$ cat config.mk
export PLATFORM = sky130hd
export DESIGN_NAME = selective_ack_receive_tracker
export DESIGN_NICKNAME = d
export VERILOG_FILES = /design/src/hdl/sart_pkg.sv /design/src/hdl/sart_datapath.sv /design/src/hdl/sart_ctrl.sv /design/src/hdl/selective_ack_receive_tracker.sv
export SDC_FILE = /design/constraint.sdc
export NUM_CORES = 1
export LEC_CHECK = 0
export ABC_AREA = 1
export BUFFER_PORTS_ARGS = -buffer_cell sky130_fd_sc_hd__buf_4
export CAP_MARGIN = 25
export CORE_MARGIN = 2
export CORE_UTILIZATION = 30
export DETAILED_ROUTE_END_ITERATION = 7
export MAX_ROUTING_LAYER = met4
export PLACE_DENSITY_LB_ADDON = 0.05
export SLEW_MARGIN = 5
export SYNTH_ARGS = -nofsm -noshare
export SYNTH_HDL_FRONTEND = slang
export SYNTH_SLANG_ARGS = --single-unit
export TNS_END_PERCENT = 50
$ cat constraint.sdc
create_clock -name clk -period 20.1 [get_ports clk]
set_input_delay 1.005 -clock clk [delete_from_list [all_inputs] [get_ports clk]]
set_output_delay 1.005 -clock clk [all_outputs]
set_load 0.02 [all_outputs]
$ cat src/hdl/sart_pkg.sv
// Shared constants, status codes and control structs of the selective-ack receive tracker.
package sart_pkg;

    localparam int HELD_DEPTH   = 32;
    localparam int REORDER_SPAN = 4096;
    localparam int SACK_BITS    = 128;

    localparam int SEQ_W      = 16;
    localparam int SACK_W     = 128;
    localparam int SACK_IDX_W = 7;
    localparam int IDX_W      = (HELD_DEPTH > 1) ? $clog2(HELD_DEPTH) : 1;
    localparam int COUNT_W    = $clog2(HELD_DEPTH + 1);
    localparam int STATUS_W   = 3;

    localparam logic [SEQ_W-1:0] SEQ_RESET = 16'hfff0;

    typedef enum logic [STATUS_W-1:0] {
        ST_IN_ORDER  = 3'd0,
        ST_STORED    = 3'd1,
        ST_DUPLICATE = 3'd2,
        ST_STALE     = 3'd3,
        ST_FULL      = 3'd4
    } arrival_status_t;

    // Commands from the controller to the datapath
    typedef struct packed {
        logic load;
        logic classify;
        logic advance;
        logic scan;
        logic publish;
    } sart_cmd_t;

    // Status from the datapath to the controller
    typedef struct packed {
        logic in_order;
        logic adv_hit;
        logic scan_last;
    } sart_sts_t;

endpackage

$ cat src/hdl/sart_datapath.sv
// Datapath: expected number, held store with match logic, bitmap scan and result registers.
module sart_datapath (
    input  logic                   clk,
    input  logic                   rst_n,
    input  sart_pkg::sart_cmd_t    cmd,
    output sart_pkg::sart_sts_t    sts,
    input  logic [15:0]            arrived_seq,
    input  logic [15:0]            peer_window_base,
    output logic [15:0]            expected_next,
    output logic [63:0]            sack_low,
    output logic [63:0]            sack_high,
    output logic                   has_gap,
    output logic [5:0]             held_count,
    output logic [2:0]             arrival_status
);
    import sart_pkg::*;

    localparam logic [SEQ_W-1:0] SPAN_LIMIT = SEQ_W'(REORDER_SPAN);
    localparam logic [SEQ_W-1:0] SACK_LIMIT = SEQ_W'(SACK_BITS);
    localparam logic [IDX_W-1:0] LAST_IDX   = IDX_W'(HELD_DEPTH - 1);

    // Control state
    logic [SEQ_W-1:0]      next_expected_reg, next_expected_next;
    logic                  started_reg, started_next;
    logic [HELD_DEPTH-1:0] held_valid_reg, held_valid_next;
    logic [IDX_W-1:0]      scan_idx_reg, scan_idx_next;

    // Working and payload registers
    logic [SEQ_W-1:0]      held_seq_mem [HELD_DEPTH];
    logic [SEQ_W-1:0]      seq_reg, seq_next;
    arrival_status_t       status_reg, status_next;
    logic [SACK_W-1:0]     sack_reg, sack_next;
    logic [COUNT_W-1:0]    count_reg, count_next;

    logic [SEQ_W-1:0]      out_expected_reg;
    logic [SACK_W-1:0]     out_sack_reg;
    logic                  out_gap_reg;
    logic [5:0]            out_count_reg;
    logic [STATUS_W-1:0]   out_status_reg;

    // Match and slot selection
    logic [SEQ_W-1:0]      key;
    logic [HELD_DEPTH-1:0] key_match;
    logic                  any_match;
    logic [IDX_W-1:0]      match_idx;
    logic                  any_free;
    logic [IDX_W-1:0]      free_idx;
    logic                  store_en;
    logic [SEQ_W-1:0]      seq_dist;
    logic                  in_order;
    logic                  in_span;
    logic [SEQ_W-1:0]      scan_entry;
    logic [SEQ_W-1:0]      scan_bit;

    // Compare every held entry against the key; pick lowest match and lowest free slot
    always_comb
    begin
        key       = cmd.advance ? next_expected_reg : seq_reg;
        match_idx = '0;
        free_idx  = '0;
        for (int i = HELD_DEPTH - 1; i >= 0; i--)
        begin
            key_match[i] = held_valid_reg[i] && (held_seq_mem[i] == key);
            if (key_match[i])
            begin
                match_idx = IDX_W'(i);
            end
            if (!held_valid_reg[i])
            begin
                free_idx = IDX_W'(i);
            end
        end
        any_match = |key_match;
        any_free  = ~&held_valid_reg;
    end

    // Classify the arrival by serial distance
    assign seq_dist = seq_reg - next_expected_reg;
    assign in_order = (seq_dist == '0);
    assign in_span  = !in_order && (seq_dist < SPAN_LIMIT);

    // Read one held entry per scan step
    assign scan_entry = held_seq_mem[scan_idx_reg];
    assign scan_bit   = scan_entry - next_expected_reg - SEQ_W'(1);

    // Next-state logic for all commands
    always_comb
    begin
        next_expected_next = next_expected_reg;
        started_next       = started_reg;
        held_valid_next    = held_valid_reg;
        scan_idx_next      = scan_idx_reg;
        seq_next           = seq_reg;
        status_next        = status_reg;
        sack_next          = sack_reg;
        count_next         = count_reg;
        store_en           = 1'b0;

        if (cmd.load)
        begin
            seq_next      = arrived_seq;
            scan_idx_next = '0;
            sack_next     = '0;
            count_next    = '0;
            if (!started_reg)
            begin
                next_expected_next = peer_window_base;
                started_next       = 1'b1;
            end
        end

        if (cmd.classify)
        begin
            if (in_order)
            begin
                status_next        = ST_IN_ORDER;
                next_expected_next = next_expected_reg + SEQ_W'(1);
            end
            else if (in_span)
            begin
                if (any_match)
                begin
                    status_next = ST_DUPLICATE;
                end
                else if (any_free)
                begin
                    status_next               = ST_STORED;
                    held_valid_next[free_idx] = 1'b1;
                    store_en                  = 1'b1;
                end
                else
                begin
                    status_next = ST_FULL;
                end
            end
            else
            begin
                status_next = ST_STALE;
            end
        end

        // Take the held entry equal to the expected number and step past it
        if (cmd.advance && any_match)
        begin
            held_valid_next[match_idx] = 1'b0;
            next_expected_next         = next_expected_reg + SEQ_W'(1);
        end

        // Count one entry and set its bitmap position
        if (cmd.scan)
        begin
            scan_idx_next = scan_idx_reg + IDX_W'(1);
            if (held_valid_reg[scan_idx_reg])
            begin
                count_next = count_reg + COUNT_W'(1);
                if (scan_bit < SACK_LIMIT)
                begin
                    sack_next[scan_bit[SACK_IDX_W-1:0]] = 1'b1;
                end
            end
        end
    end

    // Hold control state
    always_ff @(posedge clk or negedge rst_n)
    begin
        if (!rst_n)
        begin
            next_expected_reg <= SEQ_RESET;
            started_reg       <= 1'b0;
            held_valid_reg    <= '0;
            scan_idx_reg      <= '0;
        end
        else
        begin
            next_expected_reg <= next_expected_next;
            started_reg       <= started_next;
            held_valid_reg    <= held_valid_next;
            scan_idx_reg      <= scan_idx_next;
        end
    end

    // Hold working payload and write the held store
    always_ff @(posedge clk)
    begin
        seq_reg    <= seq_next;
        status_reg <= status_next;
        sack_reg   <= sack_next;
        count_reg  <= count_next;
        if (store_en)
        begin
            held_seq_mem[free_idx] <= seq_reg;
        end
    end

    // Load the result registers
    always_ff @(posedge clk)
    begin
        if (cmd.publish)
        begin
            out_expected_reg <= next_expected_reg;
            out_sack_reg     <= sack_reg;
            out_gap_reg      <= (count_reg != '0);
            out_count_reg    <= 6'(count_reg);
            out_status_reg   <= status_reg;
        end
    end

    assign expected_next  = out_expected_reg;
    assign sack_low       = out_sack_reg[63:0];
    assign sack_high      = out_sack_reg[127:64];
    assign has_gap        = out_gap_reg;
    assign held_count     = out_count_reg;
    assign arrival_status = out_status_reg;

    assign sts.in_order  = in_order;
    assign sts.adv_hit   = any_match;
    assign sts.scan_last = (scan_idx_reg == LAST_IDX);

    // Held numbers are unique, so at most one entry matches any key
    assert property (@(posedge clk) disable iff (!rst_n)
        $onehot0(key_match))
        else $error("more than one held entry matches the key");

    // A stored arrival fills exactly one more slot
    assert property (@(posedge clk) disable iff (!rst_n)
        store_en |=> $countones(held_valid_reg) == $countones($past(held_valid_reg)) + 1)
        else $error("store did not fill exactly one slot");

    // A catch-up step removes one entry and moves the expected number by one
    assert property (@(posedge clk) disable iff (!rst_n)
        (cmd.advance && any_match) |=>
            (next_expected_reg == $past(next_expected_reg) + SEQ_W'(1)) &&
            ($countones(held_valid_reg) + 1 == $countones($past(held_valid_reg))))
        else $error("catch-up step did not take exactly one entry");

endmodule

$ cat src/hdl/sart_ctrl.sv
// Controller: sequences classify, catch-up advance, bitmap scan and result publish.
module sart_ctrl (
    input  logic                clk,
    input  logic                rst_n,
    input  logic                start,
    output logic                busy,
    output logic                done,
    output sart_pkg::sart_cmd_t cmd,
    input  sart_pkg::sart_sts_t sts
);
    import sart_pkg::*;

    typedef enum logic [2:0] {
        S_IDLE,
        S_CLASSIFY,
        S_ADVANCE,
        S_SCAN,
        S_PUBLISH
    } state_t;

    state_t state_reg, state_next;
    logic   done_reg, done_next;

    // Select the next state
    always_comb
    begin
        state_next = state_reg;
        done_next  = 1'b0;
        case (state_reg)
            S_IDLE:
            begin
                if (start)
                begin
                    state_next = S_CLASSIFY;
                end
            end
            S_CLASSIFY:
            begin
                state_next = sts.in_order ? S_ADVANCE : S_SCAN;
            end
            S_ADVANCE:
            begin
                if (!sts.adv_hit)
                begin
                    state_next = S_SCAN;
                end
            end
            S_SCAN:
            begin
                if (sts.scan_last)
                begin
                    state_next = S_PUBLISH;
                end
            end
            S_PUBLISH:
            begin
                state_next = S_IDLE;
                done_next  = 1'b1;
            end
            default:
            begin
                state_next = S_IDLE;
            end
        endcase
    end

    // Hold state and the result strobe
    always_ff @(posedge clk or negedge rst_n)
    begin
        if (!rst_n)
        begin
            state_reg <= S_IDLE;
            done_reg  <= 1'b0;
        end
        else
        begin
            state_reg <= state_next;
            done_reg  <= done_next;
        end
    end

    // Decode commands from the state
    assign cmd.load     = (state_reg == S_IDLE) && start;
    assign cmd.classify = (state_reg == S_CLASSIFY);
    assign cmd.advance  = (state_reg == S_ADVANCE);
    assign cmd.scan     = (state_reg == S_SCAN);
    assign cmd.publish  = (state_reg == S_PUBLISH);

    assign busy = (state_reg != S_IDLE);
    assign done = done_reg;

    // An accepted transfer always starts with classification
    assert property (@(posedge clk) disable iff (!rst_n)
        (start && !busy) |=> (state_reg == S_CLASSIFY))
        else $error("accepted transfer did not enter classify");

    // The strobe follows the publish cycle and nothing else
    assert property (@(posedge clk) disable iff (!rst_n)
        done |-> $past(state_reg == S_PUBLISH))
        else $error("result strobe without publish");

    // The scan ends on its last entry
    assert property (@(posedge clk) disable iff (!rst_n)
        (state_reg == S_SCAN && sts.scan_last) |=> (state_reg == S_PUBLISH))
        else $error("scan did not end at the last entry");

endmodule

$ cat src/hdl/selective_ack_receive_tracker.sv
// Top level of the selective-ack receive tracker: controller plus datapath.
//
// Usage: present arrived_seq and peer_window_base with start high; the
// transfer is taken at a rising edge where start is high and busy is low.
// peer_window_base matters only for the first transfer after reset, which
// adopts it as the expected number.
// Each transfer yields one result: expected_next, sack_low, sack_high,
// has_gap, held_count and arrival_status, valid for the single cycle in
// which done is high. The receiver cannot stall; the result ports hold their
// value until the next result, but only the done cycle counts.
// Sequence: a classify step; then, for an in-order arrival, catch-up steps
// that take the held numbers now in order, one match at a time over the
// held store; then a scan over all HELD_DEPTH slots building the bitmap one
// held entry at a time; then a publish step. The next transfer can be taken
// in the done cycle.
// Reset: expected number 0xfff0, not started, held store empty, busy low.
module selective_ack_receive_tracker (
    input  logic        clk,
    input  logic        rst_n,
    input  logic        start,
    output logic        busy,
    input  logic [15:0] arrived_seq,
    input  logic [15:0] peer_window_base,
    output logic        done,
    output logic [15:0] expected_next,
    output logic [63:0] sack_low,
    output logic [63:0] sack_high,
    output logic        has_gap,
    output logic [5:0]  held_count,
    output logic [2:0]  arrival_status
);
    import sart_pkg::*;

    sart_cmd_t cmd;
    sart_sts_t sts;

    // Sequence each transfer
    sart_ctrl u_ctrl (
        .clk   (clk),
        .rst_n (rst_n),
        .start (start),
        .busy  (busy),
        .done  (done),
        .cmd   (cmd),
        .sts   (sts)
    );

    // Track sequence state and build results
    sart_datapath u_datapath (
        .clk              (clk),
        .rst_n            (rst_n),
        .cmd              (cmd),
        .sts              (sts),
        .arrived_seq      (arrived_seq),
        .peer_window_base (peer_window_base),
        .expected_next    (expected_next),
        .sack_low         (sack_low),
        .sack_high        (sack_high),
        .has_gap          (has_gap),
        .held_count       (held_count),
        .arrival_status   (arrival_status)
    );

endmodule

* Word-level counts from Yosys, hierarchy flattened
Memories as Yosys holds them, arrays and structs flattened.
Index checks and enable logic that the tools add are counted.
** Storage, ports and cells
- Register bits after elaboration :: 365
- Bits in latches :: 0
- Bits in writable memories :: 512
- Memory bits (read-only) :: 0
- Bits of input ports :: 35
- Word-level logic and storage cells :: 234
- Memories kept :: 1
** Operators by class
- Add/subtract/negate cells :: 6
- Multiply operators :: 0
- Divide/modulo/power cells :: 0
- Magnitude comparators :: 9
- Equality and inequality tests :: 40
- Shift operators :: 0
- Muxes and demuxes :: 109
- Bitwise gates (word level) :: 5
- Reductions and logical operators :: 48
** Memories
- u_datapath.held_seq_mem :: words 32, bits a word 16, rd ports 33, clocked after memory_dff 0, wr ports 1, RTL line sart_datapath.sv:29 : logic [SEQ_W-1:0] held_seq_mem [HELD_DEPTH];
** Operator list (count)
- $eq 16x16->1 :: 32
- $mux 128 :: 4
- $mux 5 :: 66
- $mux 32 :: 6
- $or 128x128->128 :: 1
- $mux 16 :: 6
- $logic_and 1x1->1 :: 38
- $reduce_or 34->1 :: 1
- $and 32x32->32 :: 1
- $not 32->32 :: 1
- $or 32x32->32 :: 1
- $reduce_and 32->1 :: 1
- $reduce_or 32->1 :: 1
- $sub 16x16->16 :: 2
- $lt 5x6->1 const B :: 3
- $mux 6 :: 3
- $add 16x1->16 const B :: 1
- $logic_not 16->1 :: 1
- $lt 16x13->1 const B :: 1
- $lt 16x8->1 const B :: 1
- $sub 16x1->16 const B :: 1
- $mux 1 :: 13
- $mux 3 :: 4
- $pmux 3 s4 :: 1
- other kinds (22) :: 27

* Logic depth before layout (Yosys ltp)
Gate-level depths: netlist of the first run.
- Word-level depth :: 44
- Mapped depth :: 46
- Mapped depth without buffers :: 45

* Modules after synthesis
From an unflattened synthesis of the first run, not the netlist that was laid out.
** Unflattened totals
- Cell total of the unflattened synthesis :: 4155
- Area total of the unflattened synthesis :: 41961.5 um2
** Modules (own cells, without submodules)
- sart_datapath :: instances 1, cells each 4116, area an instance 41703.7 um2, sequential area each 24618.6 um2
- sart_ctrl :: instances 1, cells each 39, area an instance 257.7 um2, sequential area each 100.1 um2

* Worst setup path after synthesis of the first run
OpenSTA, ideal clock, no wires.
- Path type :: register to register
- Start :: register u_ctrl.state_reg[0]
- End :: register u_ctrl.done_reg (netlist: u_ctrl.done)
- Library setup time :: 1191 ps
- Data arrival time :: 10922 ps
- Path slack :: 7987 ps
- Cell stages (with the launch flop) :: 2
- Path buffers :: 0
- Cells stage by stage :: dfrtp_1 > nor3_1
** RTL lines
- start, declared :: RTL line sart_ctrl.sv:21 : state_t state_reg, state_next;
- start signal, assigned :: RTL line sart_ctrl.sv:77 : state_reg <= state_next;
- end signal, assigned :: RTL line sart_ctrl.sv:78 : done_reg <= done_next;
- end, declared :: RTL line sart_ctrl.sv:22 : logic done_reg, done_next;

* Worst setup path in the final report of the first run
- Start :: register u_datapath.scan_idx_reg[0]
- End :: register u_datapath.sack_reg[45]
** On the way
- Word-level cells in the longest chain between the ends :: 11
- Elaborated cells between the ends (all ways) :: 15
** RTL lines
- start, declared :: RTL line sart_datapath.sv:26 : logic [IDX_W-1:0] scan_idx_reg, scan_idx_next;
- start signal, assigned :: RTL line sart_datapath.sv:179 : scan_idx_reg <= scan_idx_next;
- $mem_v2 32x16
- $sub 16x16->16 :: RTL line sart_datapath.sv:84 : assign scan_bit = scan_entry - next_expected_reg - SEQ_W'(1);
- $sub 16x1->16 :: RTL line sart_datapath.sv:84
- $lt 7x8->1 (not written as such) or $ge 7x1->1 (tied branches) :: RTL line sart_datapath.sv:158 : sack_next[scan_bit[SACK_IDX_W-1:0]] = 1'b1;
- $logic_and 1x1->1 (not written as such) :: RTL line sart_datapath.sv:158
- $mux 1 (not written as such) :: RTL line sart_datapath.sv:158
- $demux 1 s7
- $or 128x128->128 (no line)
- $mux 128 :: RTL line sart_datapath.sv:156 : if (scan_bit < SACK_LIMIT)
- $mux 128 (*) :: RTL line sart_datapath.sv:153 : if (held_valid_reg[scan_idx_reg])
- $mux 128 (*) :: RTL line sart_datapath.sv:150 : if (cmd.scan)
- via u_datapath.sack_next[45] :: RTL line sart_datapath.sv:32 : logic [SACK_W-1:0] sack_reg, sack_next;
- end signal, assigned :: RTL line sart_datapath.sv:188 : sack_reg <= sack_next;
- end, declared :: RTL line sart_datapath.sv:32
Mark *: on every way through the listed nets, which the timed path passes. The rest lies on a longest branch. The select of a mux whose other input is x is not followed.
A chain may end at the register's enable or synchronous reset.

==> results.py, run 1 <==
metrics = {
    "status": {
        "status": "finished, final reports clean",
    },
    "floorplan": {
        "start_util_pct": 30.3,
        "rows": 137,
        "fp.coreArea_um2": 140000,
        "ios": 191,
        "dieArea_um2": 144000,
        "fp.dieW_um": 380,
        "die_h_um": 380,
    },
    "synthesis": {
        "syn_nets": 4280,
        "synth_top_area_share_pct": 48.6,
        "synth_ff_type": "edfxtp_1",
        "yosysWarningCount": 0,
        "synth_largest_area_cell": "edfxtp_1",
        "yosysSeqAreaShare_pct": 58.4,
        "synthCells": 4209,
        "synthesis.area_um2": 42300,
        "yosys_register_bits": 877,
        "syn_avg_cell_area_um2": 10.1,
        "yosys-top-cells-area": "edfxtp_1, dfxtp_1, nand2_1",
        "async_flop_share_pct": 6.61,
        "synth_edf_count": 685,
        "synth.distinct_cells": 73,
    },
    "timing": {
        "setup_viol": 0,
        "setup_tns_ps": 0,
        "max_freq_mhz": 122,
        "fin_crit_sh_pct": 40.7,
        "worstMarginPinSlew_ps": 1100,
        "fin_crit_ps": 8170,
        "slew_viol_final": 0,
        "slew-limit-headroom_pct": 26.6,
        "rsz0062_at_grt": "no",
        "hold_violations": 0,
        "clock_skew_ps": 59.0,
    },
    "placed_design": {
        "place_inst": 6139,
        "dp_hpwl_mm": 123,
        "place.gp.congestion": 0.916,
        "port_buffers": 190,
    },
    "cts": {
        "postCtsHoldBufs": 0,
        "post_cts_buffers": 0,
        "cts_tree": "done",
        "clk_pin_slew_ps": 60,
        "numCtsBuffers": 101,
        "cts_resized": 0,
        "clock-sinks": 877,
        "root_buffer": "clkbuf_16",
        "clk_latency_ps": 750,
        "clock_path_buffers": 3,
        "ctsHtreeMaxLevel": 3,
    },
    "finish": {
        "multi_input_area_um2": 15300,
        "final_cell_mix": "edfxtp_1, nand2_1, o21ai_0",
        "mostFrequentLayoutCell": "edfxtp_1",
        "finalNonFillerCells": 6329,
        "ff_latch_area_um2": 24700,
        "layout-drive-gt1-share_pct": 12.2,
        "largest_register_ffs": 512,
        "fillers": 14200,
        "utilization_pct": 35.2,
        "synthToLayoutAreaGrowth_pct": 16.3,
        "num-nets-final": 4438,
    },
    "critical_path": {
        "max_stage_delay_ps": 830,
        "path_class": "register to register",
        "crit_required_ps": 20670,
        "crit_arrival_ps": 8740,
        "endpoint_kind": "register",
        "slowest_stage": "buf_4",
        "crit_fanout": 84,
        "start_kind": "register",
        "crit_top_cell": "a21oi_1",
    },
    "power": {
        "seqPwrFrac_pct": 28.7,
        "power_density_nw_per_um2": 151,
        "p_switching_mw": 3.51,
        "leakagePower_nw": 18.0,
        "sw_frac_of_total_pct": 47.4,
        "peakVddDrop_mv": 0.117,
        "internal_power_mw": 3.90,
        "clkPwrFrac_pct": 25.7,
        "p_comb_share_pct": 45.6,
    },
    "routing": {
        "wl_per_cell_um": 29.6,
        "firstDrtPassIters": 6,
        "drc": 0,
        "drt_iter0_markers": 4770,
        "vias_per_cell": 5.48,
        "vias": 34700,
        "drt-total-wl_mm": 188,
        "ant_nets": 0,
    },
    "global_route": {
        "grt_max_degree": 180,
        "grt_pass1_wl_mm": 262,
        "grt.overflow.total": 0,
        "grtUsageTotal_pct": 26.0,
        "antenna_found_initial": 9,
        "grt_pass1_vias": 33100,
    },
    "run": {
        "cap_violations": 0,
    },
    "min_path": {
        "min_path_type": "input port to async pin",
    },
}
cell type report:
type / count / share of cell area, %
clock buffer: 132 / 5.71
clock inverter: 54 / 1.25
multi-input combinational: 2777 / 31.0
tap: 1876 / 4.77
inverter: 320 / 2.46
timing repair buffer: 290 / 4.59
antenna: 3 / 0.0153
sequential: 877 / 50.2
logic make-up after synthesis:
| family | after synthesis | synth area share [%] |
|---|---|---|
| DFF | 877 | 58.4 |
| and+or+nand+nor | 1408 | 14.4 |
| AOI/OAI and AO/OA | 1114 | 15.9 |
| muxes | 1 | 0.0236 |
| buffers and inverters | 555 | 5.63 |
| adders and majority gates | 36 | 1.08 |
| xor gates and xnor gates | 218 | 4.51 |
final timing paths:
check,from,cells past startpoint,slack [ps],to
worst max register to register,u_datapath.scan_idx_reg[0]$_DFFE_PN0P_,32,11930,u_datapath.sack_reg[45]$_DFF_P_
max in group asynchronous,rst_n,2,18770,u_datapath.scan_idx_reg[1]$_DFFE_PN0P_
min in group clk,u_datapath.status_reg[1]$_SDFFCE_PP0P_,0,430,u_datapath.arrival_status[1]$_DFFE_PP_
worst min register to register,u_datapath.status_reg[1]$_SDFFCE_PP0P_,0,430,u_datapath.arrival_status[1]$_DFFE_PP_
worst min-delay path,rst_n,1,250,u_ctrl.state_reg[1]$_DFFE_PN0P_
worst max-delay path,u_datapath.scan_idx_reg[0]$_DFFE_PN0P_,32,11930,u_datapath.sack_reg[45]$_DFF_P_
stage by stage:
| stage | cell area, um2 | setup slack (ps) | hold slack (ps) | power [mW] |
|---|---|---|---|---|
| final | 49200 | 11930 | 255 | 7.41 |
| after global routing | 49200 | 11390 | 242 | 7.73 |
| after CTS | 49200 | 12130 | 209 | 7.41 |
| after detailed placement | 45800 | 12160 | 412 | 5.49 |
| after global placement | 45700 | 12220 | 409 | 5.49 |
| after floorplan | 42300 | 7990 | 400 | 4.09 |
cells in the mapped netlist, types with 4 or more instances:
cell type  count
edfxtp_1     685
nand2_1      685
o21ai_0      496
nor2_1       417
inv_1        305
o22ai_1      173
xor2_1       171
clkbuf_1     155
o31ai_1      140
dfxtp_1      134
a21oi_1      115
nand3_1       88
nor3_1        50
nand4_1       49
xnor2_1       47
dfrtp_1       46
nor4_1        44
ha_1          35
a221oi_1      30
buf_2         28
o211ai_1      26
buf_6         24
o21ai_1       24
a211oi_1      21
buf_4         20
nand2_2       16
o2111ai_1     16
a221o_1       14
inv_2         13
dfstp_2       12
nand2_4       11
nand3_2       11
buf_1          7
o32ai_1        7
nand3b_1       6
o21bai_1       6
o221ai_1       6
and3_1         5
or2_2          5
a22o_1         4
a31oi_1        4
nor3b_1        4
o2111a_1       4
per-layer routing:
metal / part of all wire (%) / vias to the layer above / GRT usage, % / routed length (um)
li1: - / 15400 / - / -
met1: 44 / 17400 / 35.4 / 83100
met2: 45 / 1636 / 39.9 / 84900
met3: 7.1 / 290 / 3.57 / 13400
met4: 3.3 / 0 / 8.55 / 6190
met5: 0 / - / - / 0
power by group through the flow:
stage / registers (mW) / clock network, mW / logic [mW]
6_report: 2.13 / 1.90 / 3.38
5_1_grt: 2.14 / 2.02 / 3.57
4_1_cts: 2.13 / 1.95 / 3.33
3_5_place_dp: 2.17 / 0 / 3.32
3_3_place_gp: 2.17 / 0 / 3.33
2_1_floorplan: 2.13 / 0 / 1.97
worst max-delay path: cells and delay by family, from the launching register on:
| family | cells | cell delay, ps |
|---|---|---|
| buffers and inverters | 7 | 2740 |
| AO/OA/AOI/OAI | 17 | 2710 |
| adder cells (fa/ha/maj) | 2 | 740 |
| AND/OR/NAND/NOR | 6 | 850 |
| flip-flops | 1 | 690 |
Note: power is estimated with default switching activity, not from simulation.
==> run 2: changes to the inputs <==
==> constraint.sdc (replaced) <==
create_clock -name clk -period 8.2 [get_ports clk]
set_input_delay 0.41 -clock clk [delete_from_list [all_inputs] [get_ports clk]]
set_output_delay 0.41 -clock clk [all_outputs]
set_load 0.02 [all_outputs]
==> run 2 against run 1 <==
First-iteration DRC count is 7.9% lower. Combinational power grew to 2.6 times the previous value. Critical path type unchanged. Sequential share of layout area is 0.56 points lower. Hold slack worse by 200 ps. Cell count is 0.84% higher. Critical path depth is 3 lower. Non-clock buffer count is 48 higher.
==> results.py, run 2 (same netlist as run 1, synthesis figures left out) <==
metrics = {
    "critical_path": {
        "r2r_cells": 29,
        "slowest_stage": "dfrtp_4",
        "worstReg2RegEnd": "u_datapath.sack_reg[66]$_DFF_P_",
        "r2r_start": "u_datapath.scan_idx_reg[0]$_DFFE_PN0P_",
        "rrSetupSlack_ps": 1000,
        "critPathBufInv": 6,
        "start_kind": "register",
        "startpoint": "u_datapath.scan_idx_reg[0]$_DFFE_PN0P_",
        "endpoint_kind": "register",
        "max_stage_delay_ps": 680,
        "crit_required_ps": 8830,
        "crit_fanout": 88,
        "crit_top_cell": "a21oi_1",
        "cpLargestDelayFamily": "compound AO/OA/AOI/OAI gates",
        "path_class": "register to register",
        "crit_arrival_ps": 7830,
    },
    "min_path": {
        "hold_depth": 5,
        "min_path_type": "input port to register",
        "hold_path.startpoint": "peer_window_base[4]",
        "min_to": "u_datapath.next_expected_reg[4]$_DFF_PN1_",
    },
    "cts": {
        "clock_path_buffers": 3,
        "clock-sinks": 877,
        "root_buffer": "clkbuf_16",
        "cts_tree": "done",
        "clk_latency_ps": 750,
        "post_cts_buffers": 0,
        "numCtsBuffers": 101,
        "ctsHtreeMaxLevel": 3,
        "clk_pin_slew_ps": 60,
        "cts_resized": 0,
    },
    "status": {
        "status": "finished, final reports clean",
    },
    "finish": {
        "largest_register_ffs": 512,
        "fillers": 14200,
        "mostFrequentLayoutCell": "edfxtp_1",
        "utilization_pct": 35.6,
        "layout-drive-gt1-share_pct": 12.9,
        "synthToLayoutAreaGrowth_pct": 17.6,
        "ff_latch_area_um2": 24700,
        "final_cell_area_um2": 49800,
        "num-nets-final": 4486,
        "final_cell_mix": "edfxtp_1, nand2_1, o21ai_0",
        "multi_input_area_um2": 15300,
    },
    "timing": {
        "setup_viol": 0,
        "fin_crit_ps": 7200,
        "slew-limit-headroom_pct": 27.6,
        "slew_viol_final": 0,
        "rsz0062_at_grt": "no",
        "setup_tns_ps": 0,
        "clock_skew_ps": 60.2,
        "worstMarginPinSlew_ps": 1080,
        "hold_violations": 0,
        "max_freq_mhz": 139,
        "fin_crit_sh_pct": 87.8,
    },
    "routing": {
        "vias": 34700,
        "drc": 0,
        "wl_per_cell_um": 30.0,
        "firstDrtPassIters": 6,
        "drt-total-wl_mm": 192,
        "drt_iter0_markers": 4393,
        "vias_per_cell": 5.44,
        "ant_nets": 0,
    },
    "power": {
        "clkPwrFrac_pct": 25.5,
        "leakagePower_nw": 18.3,
        "p_switching_mw": 8.85,
        "p_comb_share_pct": 46.4,
        "power_density_nw_per_um2": 373,
        "sw_frac_of_total_pct": 47.7,
        "internal_power_mw": 9.71,
        "seqPwrFrac_pct": 28.1,
        "peakVddDrop_mv": 0.317,
    },
    "global_route": {
        "grt.overflow.total": 0,
        "grtUsageTotal_pct": 26.6,
        "grt_pass1_vias": 33400,
        "grt_max_degree": 150,
        "grt_pass1_wl_mm": 266,
        "antenna_found_initial": 9,
    },
    "run": {
        "cap_violations": 0,
    },
    "floorplan": {
        "start_util_pct": 30.3,
        "fp.coreArea_um2": 140000,
        "die_h_um": 380,
        "ios": 191,
        "fp.dieW_um": 380,
        "rows": 137,
        "dieArea_um2": 144000,
    },
    "placed_design": {
        "place.gp.congestion": 0.927,
        "placed_area_um2": 46000,
        "port_buffers": 190,
        "dp_hpwl_mm": 127,
    },
}
run 2: repair_timing:
item,4_1_cts,5_1_grt
hold buffers,26,0
endpoints found under the setup margin,0,0
endpoints found under the hold margin,71,0
run 2: power groups by stage:
stage | clock (mW) | combinational [mW] | sequential (mW)
2_1_floorplan | 0 | 4.82 | 5.22
3_3_place_gp | 0 | 8.47 | 5.30
3_5_place_dp | 0 | 8.47 | 5.31
4_1_cts | 4.82 | 8.51 | 5.21
5_1_grt | 4.99 | 9.09 | 5.23
6_report | 4.72 | 8.62 | 5.21
run 2: tightest hold or removal path: stages:
cell      delay, ps
buf_4           110
nand2_1          50
o211ai_1         80
o21ai_0          70
inv_1            40
run 2: area by class of cell:
cell class / instances / share of cell area [%]
clock buffer: 129 / 5.62
sequential: 877 / 49.7
antenna: 3 / 0.0151
tap: 1876 / 4.72
clock inverter: 62 / 1.39
multi-input combinational: 2777 / 30.7
inverter: 320 / 2.43
timing repair buffer: 338 / 5.50
run 2: stage by stage:
stage / hold slack (ps) / total power [mW] / setup slack, ps / instances
after global placement: 414 / 13.8 / 1260 / 6159
after floorplan: 114 / 10.0 / 1080 / 4209
after global routing: 54.4 / 19.3 / 559 / 6380
after detailed placement: 415 / 13.8 / 1120 / 6160
final: 54.2 / 18.6 / 1000 / 6382
after CTS: 4.13 / 18.5 / 1090 / 6377
run 2: metal layers:
| metal | vias to the layer above | GRT usage (%) | part of all wire [%] |
|---|---|---|---|
| met3 | 321 | 4.10 | 7.5 |
| met4 | 0 | 10.1 | 4.0 |
| met1 | 17300 | 35.4 | 43 |
| li1 | 15400 | - | - |
| met2 | 1661 | 40.8 | 45 |
| met5 | - | - | 0 |
run 2: worst max path at each step:
stage,end,slack (ps),cells after the start
after floorplan,u_ctrl.done$_DFF_PN0_,1080,2
after global placement,u_datapath.sack_reg[82]$_DFF_P_,1260,29
after detailed placement,u_datapath.sack_reg[66]$_DFF_P_,1120,29
after CTS,u_datapath.sack_reg[66]$_DFF_P_,1090,29
after global routing,u_datapath.sack_reg[66]$_DFF_P_,560,29
final,u_datapath.sack_reg[66]$_DFF_P_,1000,29
